`config.mk`:
```
export PLATFORM = sky130hd
export DESIGN_NAME = irwn_ctrl
export DESIGN_NICKNAME = d
export VERILOG_FILES = /design/src/rtl/core/irwn_pkg.sv /design/src/rtl/core/irwn_ctrl.sv
export SDC_FILE = /design/constraint.sdc
export NUM_CORES = 1
export LEC_CHECK = 0
export ABC_CLOCK_PERIOD_IN_PS = 4800
export BUFFER_PORTS_ARGS = -buffer_cell sky130_fd_sc_hd__buf_2
export CAP_MARGIN = 20
export CORE_AREA = 2 2 77 57
export CTS_CLUSTER_SIZE = 25
export DETAILED_ROUTE_END_ITERATION = 6
export DIE_AREA = 0 0 79 59
export GPL_TIMING_DRIVEN = 0
export PLACE_DENSITY_LB_ADDON = 0.08
export SYNTH_ARGS = -nofsm -noshare
export SYNTH_HDL_FRONTEND = slang
export SYNTH_SLANG_ARGS = --single-unit
```
`constraint.sdc`:
```
create_clock -name i_clk -period 4.8 [get_ports i_clk]
set_input_delay 0.24 -clock i_clk [delete_from_list [all_inputs] [get_ports i_clk]]
set_output_delay 0.24 -clock i_clk [all_outputs]
set_load 0.01 [all_outputs]
```
`src/rtl/core/irwn_pkg.sv`:
```
// Shared types and constants of the infrared window normalizer.
// Holds the beat structs, the lane control struct and the register indexes.
// No dependencies.
package irwn_pkg;

    localparam int CH_N       = 4;
    localparam int SAMPLE_W   = 12;
    localparam int DIFF_W     = SAMPLE_W + 1;
    localparam int SCALE_W    = 30;
    localparam int NORM_W     = 24;
    localparam int PROD_W     = DIFF_W + SCALE_W;
    localparam int FRAC_SHIFT = 16;
    localparam int CFG_IDX_W  = 3;
    localparam int CFG_DATA_W = SCALE_W;

    localparam int WINDOW_DEF = 16;
    localparam int WINDOW_MAX = 64;
    localparam int SLOT_MAX_W = $clog2(WINDOW_MAX);

    // Register stages from the input register up to the result register.
    localparam int STAGES = 7;

    localparam logic signed [NORM_W-1:0] NORM_MAX = 24'sh7FFFFF;
    localparam logic signed [NORM_W-1:0] NORM_MIN = 24'sh800000;

    localparam logic [SCALE_W-1:0] SCALE_RESET = 30'd65536;

    localparam logic [CFG_IDX_W-1:0] REG_BASE_LF  = 3'd0;
    localparam logic [CFG_IDX_W-1:0] REG_BASE_L   = 3'd1;
    localparam logic [CFG_IDX_W-1:0] REG_BASE_R   = 3'd2;
    localparam logic [CFG_IDX_W-1:0] REG_BASE_RF  = 3'd3;
    localparam logic [CFG_IDX_W-1:0] REG_SCALE_LF = 3'd4;
    localparam logic [CFG_IDX_W-1:0] REG_SCALE_L  = 3'd5;
    localparam logic [CFG_IDX_W-1:0] REG_SCALE_R  = 3'd6;
    localparam logic [CFG_IDX_W-1:0] REG_SCALE_RF = 3'd7;

    typedef struct packed {
        logic [SAMPLE_W-1:0] sample_lf;
        logic [SAMPLE_W-1:0] sample_l;
        logic [SAMPLE_W-1:0] sample_r;
        logic [SAMPLE_W-1:0] sample_rf;
    } t_in_beat;

    typedef struct packed {
        logic signed [NORM_W-1:0] norm_lf;
        logic signed [NORM_W-1:0] norm_l;
        logic signed [NORM_W-1:0] norm_r;
        logic signed [NORM_W-1:0] norm_rf;
        logic signed [NORM_W-1:0] avg_norm_lf;
        logic signed [NORM_W-1:0] avg_norm_l;
        logic signed [NORM_W-1:0] avg_norm_r;
        logic signed [NORM_W-1:0] avg_norm_rf;
        logic [SAMPLE_W-1:0]      avg_raw_lf;
        logic [SAMPLE_W-1:0]      avg_raw_l;
        logic [SAMPLE_W-1:0]      avg_raw_r;
        logic [SAMPLE_W-1:0]      avg_raw_rf;
    } t_out_beat;

    // ld[k] loads stage k at the coming edge. The slot and fill flags belong
    // to the item that sits in the named stage.
    typedef struct packed {
        logic [STAGES:1]         ld;
        logic [SLOT_MAX_W-1:0]   slot1;
        logic                    full2;
        logic [SLOT_MAX_W-1:0]   slot3;
        logic                    full4;
    } t_lane_ctl;

endpackage

```
`src/rtl/core/irwn_ctrl.sv`:
```
// Pipeline control of the infrared window normalizer: stage valid bits,
// per-stage load enables, ring slot counter and warm-up fill count.
// Depends on irwn_pkg.
module irwn_ctrl import irwn_pkg::*; #(
    parameter int WINDOW = WINDOW_DEF
) (
    input  logic      i_clk,
    input  logic      i_rst_n,
    input  logic      i_in_valid,
    output logic      o_in_stall,
    input  logic      i_out_stall,
    output logic      o_out_valid,
    output t_lane_ctl o_ctl
);

    localparam int SLOT_W = $clog2(WINDOW);
    localparam int FILL_W = $clog2(WINDOW + 1);

    logic [STAGES:1]   r_vld;
    logic [STAGES:1]   n_vld;
    logic [STAGES:1]   mv;
    logic [STAGES:1]   ld;
    logic              accept;
    logic [SLOT_W-1:0] r_slot;
    logic [SLOT_W-1:0] n_slot;
    logic [FILL_W-1:0] r_fill;
    logic [SLOT_W-1:0] r_slot1;
    logic [SLOT_W-1:0] r_slot2;
    logic [SLOT_W-1:0] r_slot3;
    logic              r_full1;
    logic              r_full2;
    logic              r_full3;
    logic              r_full4;

    // A stage moves on when it holds a beat and the next stage is empty or
    // moving too, so bubbles close up behind a stalled result.
    always_comb begin
        mv[STAGES] = r_vld[STAGES] && !i_out_stall;
        for (int k = STAGES - 1; k >= 1; k--) begin
            mv[k] = r_vld[k] && (!r_vld[k+1] || mv[k+1]);
        end
        accept = i_in_valid && (!r_vld[1] || mv[1]);
        ld[1]  = accept;
        for (int k = 2; k <= STAGES; k++) begin
            ld[k] = mv[k-1];
        end
        for (int k = 1; k <= STAGES; k++) begin
            n_vld[k] = (r_vld[k] && !mv[k]) || ld[k];
        end
    end

    assign n_slot = (r_slot == SLOT_W'(WINDOW - 1)) ? '0 : r_slot + 1'b1;

    always_ff @(posedge i_clk) begin
        if (!i_rst_n) begin
            r_vld  <= '0;
            r_slot <= SLOT_W'(WINDOW - 1);
            r_fill <= '0;
        end else begin
            r_vld <= n_vld;
            if (accept) begin
                r_slot <= n_slot;
                if (r_fill != FILL_W'(WINDOW)) begin
                    r_fill <= r_fill + 1'b1;
                end
            end
        end
    end

    always_ff @(posedge i_clk) begin
        if (ld[1]) begin
            r_slot1 <= n_slot;
            r_full1 <= (r_fill == FILL_W'(WINDOW));
        end
        if (ld[2]) begin
            r_slot2 <= r_slot1;
            r_full2 <= r_full1;
        end
        if (ld[3]) begin
            r_slot3 <= r_slot2;
            r_full3 <= r_full2;
        end
        if (ld[4]) begin
            r_full4 <= r_full3;
        end
    end

    assign o_in_stall  = r_vld[1] && !mv[1];
    assign o_out_valid = r_vld[STAGES];

    assign o_ctl.ld    = ld;
    assign o_ctl.slot1 = SLOT_MAX_W'(r_slot1);
    assign o_ctl.full2 = r_full2;
    assign o_ctl.slot3 = SLOT_MAX_W'(r_slot3);
    assign o_ctl.full4 = r_full4;

endmodule

```
# Word level (Yosys, flattened, before mapping)
# Cells that the tools add are included.
[classes] add_sub_neg=2 n_eq_ne=3 mux=1 reduce_logical=45
[op_table] cell="1-bit logical AND" n=15
[op_table] cell="1-bit logical NOT" n=15
[op_table] cell="1-bit logical OR" n=14
[op_table] cell="5-bit by 1-bit adder with 5-bit output (second input constant)" n=1
[op_table] cell="5-bit equality test (second input constant)" n=1
[op_table] cell="5-bit inequality test (second input constant)" n=1
[op_table] cell="4-bit by 1-bit adder with 4-bit output (second input constant)" n=1
[op_table] cell="4-bit equality test (second input constant)" n=1
[op_table] cell="4-bit two-way mux" n=1
[op_table] cell="2-bit AND reduction" n=1
[totals] ff_bits=32 in_bits=4 out_inout_bits=23 wordCells=61

# Logic depth before layout (Yosys ltp)
[depth] ltp_word=17 ltp_mapped=5

# Worst setup path after synthesis
# OpenSTA, ideal clock, no wires.
[synth_path] path_kind="reg2reg" start="register r_vld[7] (netlist bit)" end="register r_full2 (enable)" setup_ns=0.385 arrival_ns=1.470 t_required_ns=4.415 path_slack_ns=2.945 path_stages_with_launch=4 cell_sequence="dfxtp_1 and4_1 and3_1 a21boi_0"
[synth_lines] item="from (decl)" line_no="irwn_ctrl.sv:19" source="logic [STAGES:1] r_vld;"
[synth_lines] item="from (signal assigned)" line_no="irwn_ctrl.sv:60" source="r_vld <= n_vld;"
[synth_lines] item="to (signal assigned)" line_no="irwn_ctrl.sv:77" source="r_full2 <= r_full1;"
[synth_lines] item="to (decl)" line_no="irwn_ctrl.sv:31" source="logic r_full2;"

==> impl_metrics.ini <==
[outcome]
status = finished clean

[power_and_ir_drop]
vdd_ir_drop_max_mv = 0.185
p_per_area_nw_per_um2 = 385
power_uw = 619
p_leak_nw = 0.675

[die]
core_um2 = 3850
die_area_um2 = 4660
die_h_um = 59
dieWidth_um = 79
start_util_pct = 34.3
rows = 19
ioPinCount = 27

[drt]
ant_nets = 0
firstDrtPassIters = 3
routed_via_density = 4.40
wl_per_cell_um = 10.6
vias = 845
drt_iter0_drc = 21
route.detailed.drc = 0
wl_um = 2040

[job]
drv_cap = 0

[hold_path]
hp-class = in -> reg
min_from = i_in_valid

[sta]
slew_viol_final = 0
fin_crit_ns = 2.16
worst_slew_pin_slew_ns = 0.692
period_share_pct = 45.0
fin_worst_skew_ns = 0.00473
setup-tns-final_ns = 0
fmax_ghz = 0.463
rsz0062_at_grt = false
slew_headroom_pct = 53.5
finalHoldViolations = 0
setup_viol = 0

[global_routing]
grt_util_met3_pct = 4.57
use_met1_pct = 13.5
grt_pass1_vias = 749
grt_pass1_wl_um = 3500
grt_use_total_pct = 10.2
antenna_found_initial = 0
gr-total-overflow = 0
grtUsageMet2_pct = 13.9
grt_max_degree = 11
top_usage_layer = met2

[worst_setup_path]
rrSetupSlack_ns = 3.04
cp_max_fo = 6
crit_path_end = o_ctl[15]
worstReg2RegStart = r_vld[7]
cp_data_arrival_time_ns = 1.92
end_kind = output port
path_cells = and4_1 > and3_1 > a21boi_0 > buf_2
cp_slowest_cell = a21boi_0
crit_required_ns = 4.56
critical_path.startpoint_type = flop
startpoint = r_vld[7]
slowest_delay_ns = 0.58
crit_type = reg -> out
r2r_end = r_slot2[2]
r2r_cells = 3

[yosys]
yosys_warnings = 0
yosys.area_share.simple_pct = 14.5
synthMuxAreaShare_pct = 3.79
synth_top_family_by_area = simple AND/OR/NAND/NOR gates
synth-compound-area-share_pct = 10.6
synth.area.top_cells = edfxtp_1 36%, dfxtp_1 24%, buf_4 4.0%, mux2i_1 3.8%, ha_1 2.8%
syn_avg_cell_area_um2 = 12.2
synthAdderAreaFrac_pct = 2.84
synth.distinct_cells = 32
synth_xor_area_share_pct = 1.33
synthesis.area_um2 = 1320
netlist.area_leader.share_pct = 36.4
yosysSeqAreaShare_pct = 60.7
syn_inst = 108
synth_seq_cells = 32
yosys.area.top_type = edfxtp_1

[clock_tree]
cts_made_buffers = 5
hold_buffers = 0
cts_setup_buffers = 0
cts_resized = 0
ctsRootBufferMaster = clkbuf_8
cts.sinks = 32
clock_path_buffers = 2
clk_latency_ns = 0.27
cts.reportedPaths.clkPinSlew_ns = 0.06
cts_tree = built
h-tree-depth = 2

[finish]
areaGrowthSynthToFinish_pct = 21.9
insertedDiodeCount = 0
drive_gt1_share_pct = 28.6
nets = 146

[placed_design]
globalplace.congestion = 0.777
post-dp-hpwl_um = 1570
port_buffers = 21
## metrics by stage
step / instances / hold WS [ns] / setup slack [ns] / instance area (µm²) / utilization, %
2_1_floorplan: 111 / 0.364 / 2.94 / 1330 / -
3_3_place_gp: 184 / 0.410 / 2.88 / 1500 / 39.0
3_5_place_dp: 184 / 0.409 / 2.88 / 1500 / 39.0
4_1_cts: 192 / 0.249 / 2.60 / 1610 / 41.8
5_1_grt: 192 / 0.253 / 2.40 / 1610 / 41.8
6_report: 192 / 0.253 / 2.64 / 1610 / 41.8
## synthesized netlist by cell type
cell	count
o21a_1	5
edfxtp_1	16
ha_1	3
a21oi_1	3
and4_1	1
nand3_1	2
nand2_1	10
o21ai_2	1
o211ai_1	1
or4_1	1
and4b_1	1
conb_1	1
inv_1	5
o21ai_0	2
dfxtp_1	16
a21boi_0	4
a311o_1	1
and3_1	1
buf_4	7
clkbuf_1	2
nand4_1	1
nor2b_1	5
or3_1	1
and2_1	2
nor3_1	1
nor2_2	2
mux2i_1	5
xor2_1	2
and4bb_1	1
a21boi_1	2
nand4_2	2
a31oi_1	1
## routing by layer
| layer | vias to the layer above | wire length (µm) |
|---|---|---|
| met1 | 382 | 1050 |
| met4 | 0 | 34 |
| met5 | - | 0 |
| met3 | 6 | 136 |
| met2 | 20 | 821 |
| li1 | 437 | - |
## where the power goes
group          total (mW)  switching (mW)  internal, mW  leakage [nW]
logic              0.0545          0.0290        0.0256         0.336
clock network       0.244          0.0899         0.154        0.0552
registers           0.321          0.0123         0.308         0.284
## cell families after synthesis
logic type,Yosys count
buffers and inverters,14
AO/OA/AOI/OAI,20
adder cells (fa/ha/maj),3
flip-flops,32
other,1
XOR/XNOR,2
AND/OR/NAND/NOR,31
multiplexers,5
## flip-flops by register name, indices dropped and copies added, names as in the netlist
| name | flops |
|---|---|
| r_full3 | 1 |
| r_vld | 7 |
| r_slot | 4 |
| r_slot1 | 4 |
| r_full4 | 1 |
| r_fill | 5 |
| r_slot3 | 4 |
| r_full1 | 1 |
| r_full2 | 1 |
| r_slot2 | 4 |
## layout by cell type (no fill, tap or decap), types with 2 or more instances in the layout
master,netlist,final
o21a_1,5,5
mux2i_1,5,5
inv_1,5,5
a21oi_1,3,3
a21boi_0,4,4
dfxtp_1,16,16
nand3_1,2,2
xor2_1,2,2
clkbuf_8,0,5
nor2_2,2,2
a21boi_1,2,2
edfxtp_1,16,16
buf_4,7,7
ha_1,3,3
and2_1,2,2
conb_1,1,4
nand2_1,10,10
nor2b_1,5,5
o21ai_0,2,2
buf_2,0,21
clkbuf_1,2,3
nand4_2,2,2
## worst max-delay path, delay by kind of cell (launching register included)
family	cells	cell delay, ns
AOI/OAI and AO/OA	1	0.58
buffers and inverters	1	0.25
DFF	1	0.35
and+or+nand+nor	2	0.46
## layout make-up
cell class | instances | area, µm²
buffer | 9 | 60.1
multi-input combinational | 65 | 452
timing repair buffer | 21 | 105
clock inverter | 2 | 35.0
fill | 383 | 2240
clock buffer | 6 | 72.6
inverter | 5 | 18.8
sequential | 32 | 801
tap | 52 | 65.1
## how the worst min path moves through the flow
stage | endpoint | cells past startpoint
2_1_floorplan | r_vld[1] | 1
3_3_place_gp | r_full2 | 0
3_5_place_dp | r_full2 | 0
4_1_cts | r_vld[1] | 2
5_1_grt | r_vld[1] | 2
6_report | r_vld[1] | 2
Note: power is estimated with default switching activity, not from simulation.
