===== config.mk =====
export PLATFORM = sky130hd
export DESIGN_NAME = irwn_lane
export DESIGN_NICKNAME = d
export VERILOG_FILES = /design/src/rtl/core/irwn_pkg.sv /design/src/rtl/core/irwn_lane.sv
export SDC_FILE = /design/constraint.sdc
export NUM_CORES = 2
export LEC_CHECK = 0
export ABC_AREA = 1
export BUFFER_PORTS_ARGS = -buffer_cell sky130_fd_sc_hd__buf_2
export CAP_MARGIN = 20
export CORE_MARGIN = 5
export CORE_UTILIZATION = 35
export DETAILED_ROUTE_END_ITERATION = 12
export PLACE_DENSITY = 0.58
export SYNTH_ARGS = -nofsm -noshare
export SYNTH_HDL_FRONTEND = slang
export SYNTH_SLANG_ARGS = --single-unit

===== constraint.sdc =====
create_clock -name i_clk -period 8.5 [get_ports i_clk]
set_input_delay 2.55 -clock i_clk [delete_from_list [all_inputs] [get_ports i_clk]]
set_output_delay 2.55 -clock i_clk [all_outputs]
set_load 0.005 [all_outputs]

===== src/rtl/core/irwn_pkg.sv =====
// Shared types and constants of the infrared window normalizer.
// Holds the beat structs, the lane control struct and the register indexes.
// No dependencies.
package irwn_pkg;

    localparam int CH_N       = 4;
    localparam int SAMPLE_W   = 12;
    localparam int DIFF_W     = SAMPLE_W + 1;
    localparam int SCALE_W    = 30;
    localparam int NORM_W     = 24;
    localparam int PROD_W     = DIFF_W + SCALE_W;
    localparam int FRAC_SHIFT = 16;
    localparam int CFG_IDX_W  = 3;
    localparam int CFG_DATA_W = SCALE_W;

    localparam int WINDOW_DEF = 16;
    localparam int WINDOW_MAX = 64;
    localparam int SLOT_MAX_W = $clog2(WINDOW_MAX);

    // Register stages from the input register up to the result register.
    localparam int STAGES = 7;

    localparam logic signed [NORM_W-1:0] NORM_MAX = 24'sh7FFFFF;
    localparam logic signed [NORM_W-1:0] NORM_MIN = 24'sh800000;

    localparam logic [SCALE_W-1:0] SCALE_RESET = 30'd65536;

    localparam logic [CFG_IDX_W-1:0] REG_BASE_LF  = 3'd0;
    localparam logic [CFG_IDX_W-1:0] REG_BASE_L   = 3'd1;
    localparam logic [CFG_IDX_W-1:0] REG_BASE_R   = 3'd2;
    localparam logic [CFG_IDX_W-1:0] REG_BASE_RF  = 3'd3;
    localparam logic [CFG_IDX_W-1:0] REG_SCALE_LF = 3'd4;
    localparam logic [CFG_IDX_W-1:0] REG_SCALE_L  = 3'd5;
    localparam logic [CFG_IDX_W-1:0] REG_SCALE_R  = 3'd6;
    localparam logic [CFG_IDX_W-1:0] REG_SCALE_RF = 3'd7;

    typedef struct packed {
        logic [SAMPLE_W-1:0] sample_lf;
        logic [SAMPLE_W-1:0] sample_l;
        logic [SAMPLE_W-1:0] sample_r;
        logic [SAMPLE_W-1:0] sample_rf;
    } t_in_beat;

    typedef struct packed {
        logic signed [NORM_W-1:0] norm_lf;
        logic signed [NORM_W-1:0] norm_l;
        logic signed [NORM_W-1:0] norm_r;
        logic signed [NORM_W-1:0] norm_rf;
        logic signed [NORM_W-1:0] avg_norm_lf;
        logic signed [NORM_W-1:0] avg_norm_l;
        logic signed [NORM_W-1:0] avg_norm_r;
        logic signed [NORM_W-1:0] avg_norm_rf;
        logic [SAMPLE_W-1:0]      avg_raw_lf;
        logic [SAMPLE_W-1:0]      avg_raw_l;
        logic [SAMPLE_W-1:0]      avg_raw_r;
        logic [SAMPLE_W-1:0]      avg_raw_rf;
    } t_out_beat;

    // ld[k] loads stage k at the coming edge. The slot and fill flags belong
    // to the item that sits in the named stage.
    typedef struct packed {
        logic [STAGES:1]         ld;
        logic [SLOT_MAX_W-1:0]   slot1;
        logic                    full2;
        logic [SLOT_MAX_W-1:0]   slot3;
        logic                    full4;
    } t_lane_ctl;

endpackage


===== src/rtl/core/irwn_lane.sv =====
// One channel lane of the infrared window normalizer: offset and gain,
// saturation, raw and normalized rings with running sums, window averages.
// Depends on irwn_pkg; driven by irwn_ctrl through t_lane_ctl.
module irwn_lane import irwn_pkg::*; #(
    parameter int WINDOW = WINDOW_DEF
) (
    input  logic                      i_clk,
    input  logic                      i_rst_n,
    input  t_lane_ctl                 i_ctl,
    input  logic [SAMPLE_W-1:0]       i_sample,
    input  logic [SAMPLE_W-1:0]       i_base,
    input  logic signed [SCALE_W-1:0] i_scale,
    output logic signed [NORM_W-1:0]  o_norm,
    output logic signed [NORM_W-1:0]  o_avg_norm,
    output logic [SAMPLE_W-1:0]       o_avg_raw
);

    localparam int SLOT_W  = $clog2(WINDOW);
    localparam int Q_W     = PROD_W - FRAC_SHIFT;

    // Division by the window length is a multiply by a rounded-up
    // reciprocal; the shift leaves enough headroom for an exact quotient.
    localparam int RSUM_W  = $clog2(WINDOW * ((1 << SAMPLE_W) - 1) + 1);
    localparam int RAW_SH  = RSUM_W + SLOT_W;
    localparam int RPROD_W = 2 * RSUM_W + 1;
    localparam logic [RSUM_W:0] RAW_MUL =
        (RSUM_W + 1)'(((64'd1 << RAW_SH) + 64'(WINDOW) - 64'd1) / 64'(WINDOW));

    localparam int NSUM_W  = NORM_W + SLOT_W;
    localparam int NORM_SH = NSUM_W + SLOT_W;
    localparam int NPROD_W = 2 * NSUM_W + 1;
    localparam logic [NSUM_W:0] NORM_MUL =
        (NSUM_W + 1)'(((64'd1 << NORM_SH) + 64'(WINDOW) - 64'd1) / 64'(WINDOW));

    logic [SAMPLE_W-1:0]       r_raw_mem [WINDOW];
    logic signed [NORM_W-1:0]  r_norm_mem [WINDOW];

    logic [SAMPLE_W-1:0]       r_samp1;
    logic signed [DIFF_W-1:0]  r_diff1;
    logic signed [PROD_W-1:0]  r_prod2;
    logic [SAMPLE_W-1:0]       r_samp2;
    logic [SAMPLE_W-1:0]       r_rev2;
    logic [RSUM_W-1:0]         r_raw_acc;
    logic [RSUM_W-1:0]         n_raw_acc;
    logic signed [NORM_W-1:0]  r_norm3;
    logic signed [NORM_W-1:0]  n_norm3;
    logic signed [NORM_W-1:0]  r_nev4;
    logic signed [NORM_W-1:0]  r_norm4;
    logic [SAMPLE_W-1:0]       r_ravg4;
    logic signed [NSUM_W-1:0]  r_norm_acc;
    logic signed [NSUM_W-1:0]  n_norm_acc;
    logic signed [NORM_W-1:0]  r_norm5;
    logic [SAMPLE_W-1:0]       r_ravg5;
    logic signed [NORM_W-1:0]  r_norm6;
    logic [SAMPLE_W-1:0]       r_ravg6;
    logic                      r_nneg6;
    logic [NORM_W-1:0]         r_nq6;
    logic signed [Q_W-1:0]     q_floor;
    logic [RPROD_W-1:0]        raw_prod;
    logic [NSUM_W-1:0]         norm_mag;
    logic [NPROD_W-1:0]        norm_prod;

    // Arithmetic shift of the product rounds toward minus infinity; the
    // value is clamped when its upper bits are not a plain sign extension.
    always_comb begin
        q_floor = r_prod2[PROD_W-1:FRAC_SHIFT];
        if (q_floor[Q_W-1:NORM_W-1] == {(Q_W - NORM_W + 1){q_floor[NORM_W-1]}}) begin
            n_norm3 = q_floor[NORM_W-1:0];
        end else if (q_floor[Q_W-1]) begin
            n_norm3 = NORM_MIN;
        end else begin
            n_norm3 = NORM_MAX;
        end
    end

    // Slots not yet written in the first lap count as zero.
    assign n_raw_acc = r_raw_acc + RSUM_W'(r_samp2)
                     - (i_ctl.full2 ? RSUM_W'(r_rev2) : RSUM_W'(0));
    assign n_norm_acc = r_norm_acc + NSUM_W'(r_norm4)
                      - (i_ctl.full4 ? NSUM_W'(r_nev4) : NSUM_W'(0));

    assign raw_prod  = RPROD_W'(r_raw_acc) * RPROD_W'(RAW_MUL);
    assign norm_mag  = r_norm_acc[NSUM_W-1] ? NSUM_W'(-r_norm_acc) : NSUM_W'(r_norm_acc);
    assign norm_prod = NPROD_W'(norm_mag) * NPROD_W'(NORM_MUL);

    always_ff @(posedge i_clk) begin
        if (!i_rst_n) begin
            r_raw_acc  <= '0;
            r_norm_acc <= '0;
        end else begin
            if (i_ctl.ld[3]) begin
                r_raw_acc <= n_raw_acc;
            end
            if (i_ctl.ld[5]) begin
                r_norm_acc <= n_norm_acc;
            end
        end
    end

    always_ff @(posedge i_clk) begin
        if (i_ctl.ld[1]) begin
            r_samp1 <= i_sample;
            r_diff1 <= $signed({1'b0, i_sample}) - $signed({1'b0, i_base});
        end
        if (i_ctl.ld[2]) begin
            r_prod2 <= PROD_W'(r_diff1) * PROD_W'(i_scale);
            r_samp2 <= r_samp1;
            r_raw_mem[i_ctl.slot1[SLOT_W-1:0]] <= r_samp1;
            r_rev2  <= r_raw_mem[i_ctl.slot1[SLOT_W-1:0]];
        end
        if (i_ctl.ld[3]) begin
            r_norm3 <= n_norm3;
        end
        if (i_ctl.ld[4]) begin
            r_norm_mem[i_ctl.slot3[SLOT_W-1:0]] <= r_norm3;
            r_nev4  <= r_norm_mem[i_ctl.slot3[SLOT_W-1:0]];
            r_norm4 <= r_norm3;
            r_ravg4 <= raw_prod[RAW_SH +: SAMPLE_W];
        end
        if (i_ctl.ld[5]) begin
            r_norm5 <= r_norm4;
            r_ravg5 <= r_ravg4;
        end
        if (i_ctl.ld[6]) begin
            r_norm6 <= r_norm5;
            r_ravg6 <= r_ravg5;
            r_nneg6 <= r_norm_acc[NSUM_W-1];
            r_nq6   <= norm_prod[NORM_SH +: NORM_W];
        end
    end

    // The quotient is of the magnitude, so the sign put back afterward
    // gives truncation toward zero.
    assign o_norm     = r_norm6;
    assign o_avg_raw  = r_ravg6;
    assign o_avg_norm = r_nneg6 ? (NORM_W'(0) - r_nq6) : r_nq6;

endmodule


# Word level (Yosys, flattened, before mapping)
# Memories as Yosys holds them, arrays and structs flattened. A register that Yosys moved wholly into a read port is not among the register bits.
# Cells that the tools add are included.
dict set report word_totals {
  out_inout_bits 60
  memories 2
  input_bits 77
  mem_bits_rw 576
  register_bits 281
}
# name depth word_bits rd rd_ports_with_merged_regs write_ports line
set memory_table {}
lappend memory_table {r_norm_mem 16 24 1 1 1 irwn_lane.sv:36} ;# logic signed [NORM_W-1:0] r_norm_mem [WINDOW];
lappend memory_table {r_raw_mem 16 12 1 1 1 irwn_lane.sv:35} ;# logic [SAMPLE_W-1:0] r_raw_mem [WINDOW];
dict set report op_classes {
  n_eq_ne 1
  mux 10
  n_addsub 7
  mul 1
}
# operator count
set op_table {}
lappend op_table {{2-to-1 mux 24 bit} 3}
lappend op_table {{multiplier 13 x 30 -> 43 bit} 1}
lappend op_table {{adder 28 x 24 -> 28 bit} 1}
lappend op_table {{2-to-1 mux 28 bit} 1}
lappend op_table {{negation 28 bit} 1}
lappend op_table {{subtractor 28 bit} 1}
lappend op_table {{2-to-1 mux 27 bit} 1}
lappend op_table {{subtractor 1 x 24 -> 24 bit (first input constant)} 1}
lappend op_table {{adder 16 x 12 -> 16 bit} 1}
lappend op_table {{subtractor 16 x 12 -> 16 bit} 1}
lappend op_table {{subtractor 12 x 12 -> 13 bit} 1}
lappend op_table {{2-to-1 mux 12 bit} 1}
lappend op_table {{2-to-1 mux 1 bit} 4}
lappend op_table {{== test 3 bit} 1}

# Longest topological paths before layout
dict set report logic_depth {
  ltp_word 2
  mapped_depth 28
}

# Worst setup path after synthesis
# No wires, ideal clock.
dict set report synth_timing {
  kind {input to register}
  from {input port i_scale[29]}
  to {register r_prod2[41] (data pin)}
  arrival_ns 7.250
  stages 19
  setup_ns 0.253
  n_path_buf 1
  setup_slack_ns 0.997
  required_time_ns 8.247
  cell_sequence {clkbuf_1 > nand2_1 > fa_1 > fa_1 > inv_1 > fa_1 > inv_1 > fa_1 > fa_1 > inv_1 > ha_1 > ha_1 > nand2_1 > nor3_1 > nand2_1 > nor3_1 > nand4_1 > nand4_1 > nand2_1}
}
dict set report synth_between {
  elab_chain_len 1
}
# element line
set synth_lines {}
lappend synth_lines {{from (decl)} irwn_lane.sv:12} ;# input logic signed [SCALE_W-1:0] i_scale,
lappend synth_lines {{multiplier 13 x 30 -> 43 bit} irwn_lane.sv:106} ;# r_prod2 <= PROD_W'(r_diff1) * PROD_W'(i_scale);
lappend synth_lines {{to (signal assigned)} irwn_lane.sv:106}
lappend synth_lines {{to (decl)} irwn_lane.sv:40} ;# logic signed [PROD_W-1:0] r_prod2;
# Every way passes these cells.
# A chain may end at the register's enable or synchronous reset.

# Worst setup path after layout
# Same ends and word-level chain as after synthesis.

==> run metrics <==
Detailed Routing Iterations Pass 1 5; GPL Wtd Cong 0.8643; Boundary Pins between 100 and 150; Setup CP Type in2reg; sequential area share after synthesis 0.5173; # resized after CTS 0; Final ANT Viol Nets 0; reg2reg start r_diff1[2]; Mapped Cells 4469; mux contribution to synthesized area 0; Clock Skews 0.06374 ns; worst slew pin tran 1.072 ns; number of global-route vias before repair 32850; CP Launch Type input port; main combinational cell family by area after synthesis adder cells; GR Util met3 0.02325; DRT iter0 DRCs 2166; post-DP HPWL 85560 um; GRT overflow 0; Sink Count 877; Worst Hold End r_ravg5[10]; Hold Path Origin r_ravg4[10]; Synth async-reset ratio 0; adder-cell share of the synthesized area 0.1936; setup violators final 0; die height 388.2 um; area share of the largest cell type after synthesis 0.4997; Synth Warn # 0; DR vias 31710; maximum clock frequency 137.7 MHz; Total GRT Usage 0.1570; DR DRC count 0; outcome completed; H-tree levels 3; share of cells above drive strength 1 0.08292; pin count of the biggest net entering global routing 62; Worst R2R Path Depth 20; Clk pin slew, worst setup/hold paths 0.06 ns; Slew Viols, Final 0; Req. time, crit path 8.89 ns; die width 388.2 um; Area contributors post-synth edfxtp_1 (50%), fa_1 (16%), inv_1 (6.3%), nand2_1 (5.6%), a22oi_1 (4.0%); library cells used by synthesis 46; number of synthesized flops with an enable pin 833; compound-gate portion of the synthesized area 0.09430; Post-Syn Nets 5088; # Max-Cap Violations 0; met1 GRT Util 0.2205; postcts setup bufs 0; Syn Std Cell Area 50060 um^2; top_reg_cell synth edfxtp_1; crit end category register; drt wl/cell between 15 and 20 um; Die ar. 150700 um^2; most crowded layer after global routing met2; setup TNS 0 ns; HP Class reg2reg; antenna violations before repair 7; clock root buffer clkbuf_16; clk buf depth 3; reg2reg end r_prod2[41]; Final Hold Vio Count 0; commonest non-fill, non-tap cell in the layout inv_1; TritonCTS clock tree yes; clock insertion delay at the later pin of the skew report around 0.69 ns; drt via density around 4.8; initial core utilization 0.3527; simple-gate share of the synthesized area 0.09737; number of CTS-inserted buffers 91; FF-to-FF setup slack around 2.2 ns; RSZ-0062 raised after global routing false; final worst path period share 0.8541; Syn Area/Cell 11.20 um^2; register bit total from synthesis 877; met2 usage 0.2611; max_slew headroom 0.2829; row count 138; first-pass GRT wire length 188000 um; final instance area 55990 um^2; Core Region about 140000 um^2; CP Max Fanout 13; DP Area 52840 um^2; Area Growth Syn to Fin 11.83%; most frequent cells in the layout inv_1 (840), edfxtp_1 (833), nand2_1 (748); area leader, netlist edfxtp_1; post-layout min period between 7 and 8 ns; Worst Hold Depth 0; port bufs 131; Routed WL approximately 120000 um; Synth Area in XOR/XNOR 0.01819; Nets 5211; WP data arrival ~7.7 ns; CTS Hold Bufs 0
## cell type report
class                      count  area [um^2]
fill                       13670        85940
sequential                   877        25890
multi-input combinational   2579        20270
inverter                     846         3178
clock buffer                 108         2372
tap                         1890         2365
timing repair buffer         197         1224
clock inverter                60        684.4
antenna                        1        2.502
## critical path, stage by stage
cell,delay (ns)
buf_2,0.23
nand2_1,0.18
fa_1,0.62
fa_1,0.45
buf_4,0.19
fa_1,0.48
inv_1,0.05
fa_1,0.53
inv_1,0.05
fa_1,0.48
inv_1,0.04
ha_1,0.27
ha_1,0.36
nand2_1,0.15
nor3_1,0.24
nand2_1,0.14
nor3_1,0.21
nand4_1,0.22
nand4_1,0.14
nand2_1,0.07
## routing by layer
layer	vias up	part of all wire	wire length [um]
met2	763	0.48	56530
met4	6	0.016	1920
met1	15750	0.46	54470
li1	15050	-	-
met3	147	0.050	5941
met5	-	0.00029	34
## logic make-up (layout without fill, tap and decap cells)
family | Yosys count | count (layout)
compound gates | 751 | 751
xor+xnor | 104 | 104
fa+ha+maj | 542 | 542
buf+inv | 1013 | 1211
flops | 877 | 877
other cells | 0 | 1
simple gates | 1182 | 1182
## state kept, by name, summed over array words and instances (netlist names)
| name | cells |
|---|---|
| o_norm | 24 |
| r_norm_acc | 28 |
| r_ravg5 | 12 |
| r_samp2 | 12 |
| r_raw_acc | 16 |
| r_norm4 | 24 |
| r_raw_mem | 192 |
| r_samp1 | 12 |
| o_avg_raw | 12 |
| r_nq6 | 24 |
| r_norm5 | 24 |
| r_nev4 | 24 |
| r_norm_mem | 384 |
| r_nneg6 | 1 |
| r_rev2 | 12 |
| r_diff1 | 13 |
| r_ravg4 | 12 |
| r_prod2 | 27 |
| r_norm3 | 24 |
## metrics by stage
stage,cells,hold WS (ns),utilization,setup slack (ns)
after floorplan,4469,0.4003,-,0.9968
after global placement,6374,0.4019,0.3716,0.6226
after detailed placement,6382,0.4045,0.3723,0.5397
after CTS,6550,0.3817,0.3939,1.252
after global routing,6557,0.3986,0.3944,0.9492
final,6558,0.3908,0.3945,1.240
## how the worst max path moves through the flow
stage                           start     endpoint  slack [ns]
after global placement    i_scale[29]  r_prod2[41]        0.62
after floorplan           i_scale[29]  r_prod2[41]         1.0
final                     i_scale[29]  r_prod2[41]        1.24
after global routing      i_scale[29]  r_prod2[41]        0.95
after detailed placement  i_scale[29]  r_prod2[41]        0.54
after CTS                 i_scale[29]  r_prod2[41]        1.25
## cells in the mapped netlist, types with 13 or more instances
cell type / n
a21o_1: 14
a21oi_1: 297
a22oi_1: 264
a22oi_2: 24
buf_2: 47
buf_6: 13
clkbuf_1: 98
dfxtp_1: 44
edfxtp_1: 833
fa_1: 388
ha_1: 154
inv_1: 840
nand2_1: 748
nand3_1: 85
nand4_1: 24
nor2_1: 212
nor3_1: 15
o21ai_0: 116
or2_0: 26
or3_1: 36
xnor2_1: 27
xor2_1: 77
Power is left out: the tool's default activity adds up to more than one toggle a clock period on the data nets, which glitch-free logic cannot reach.
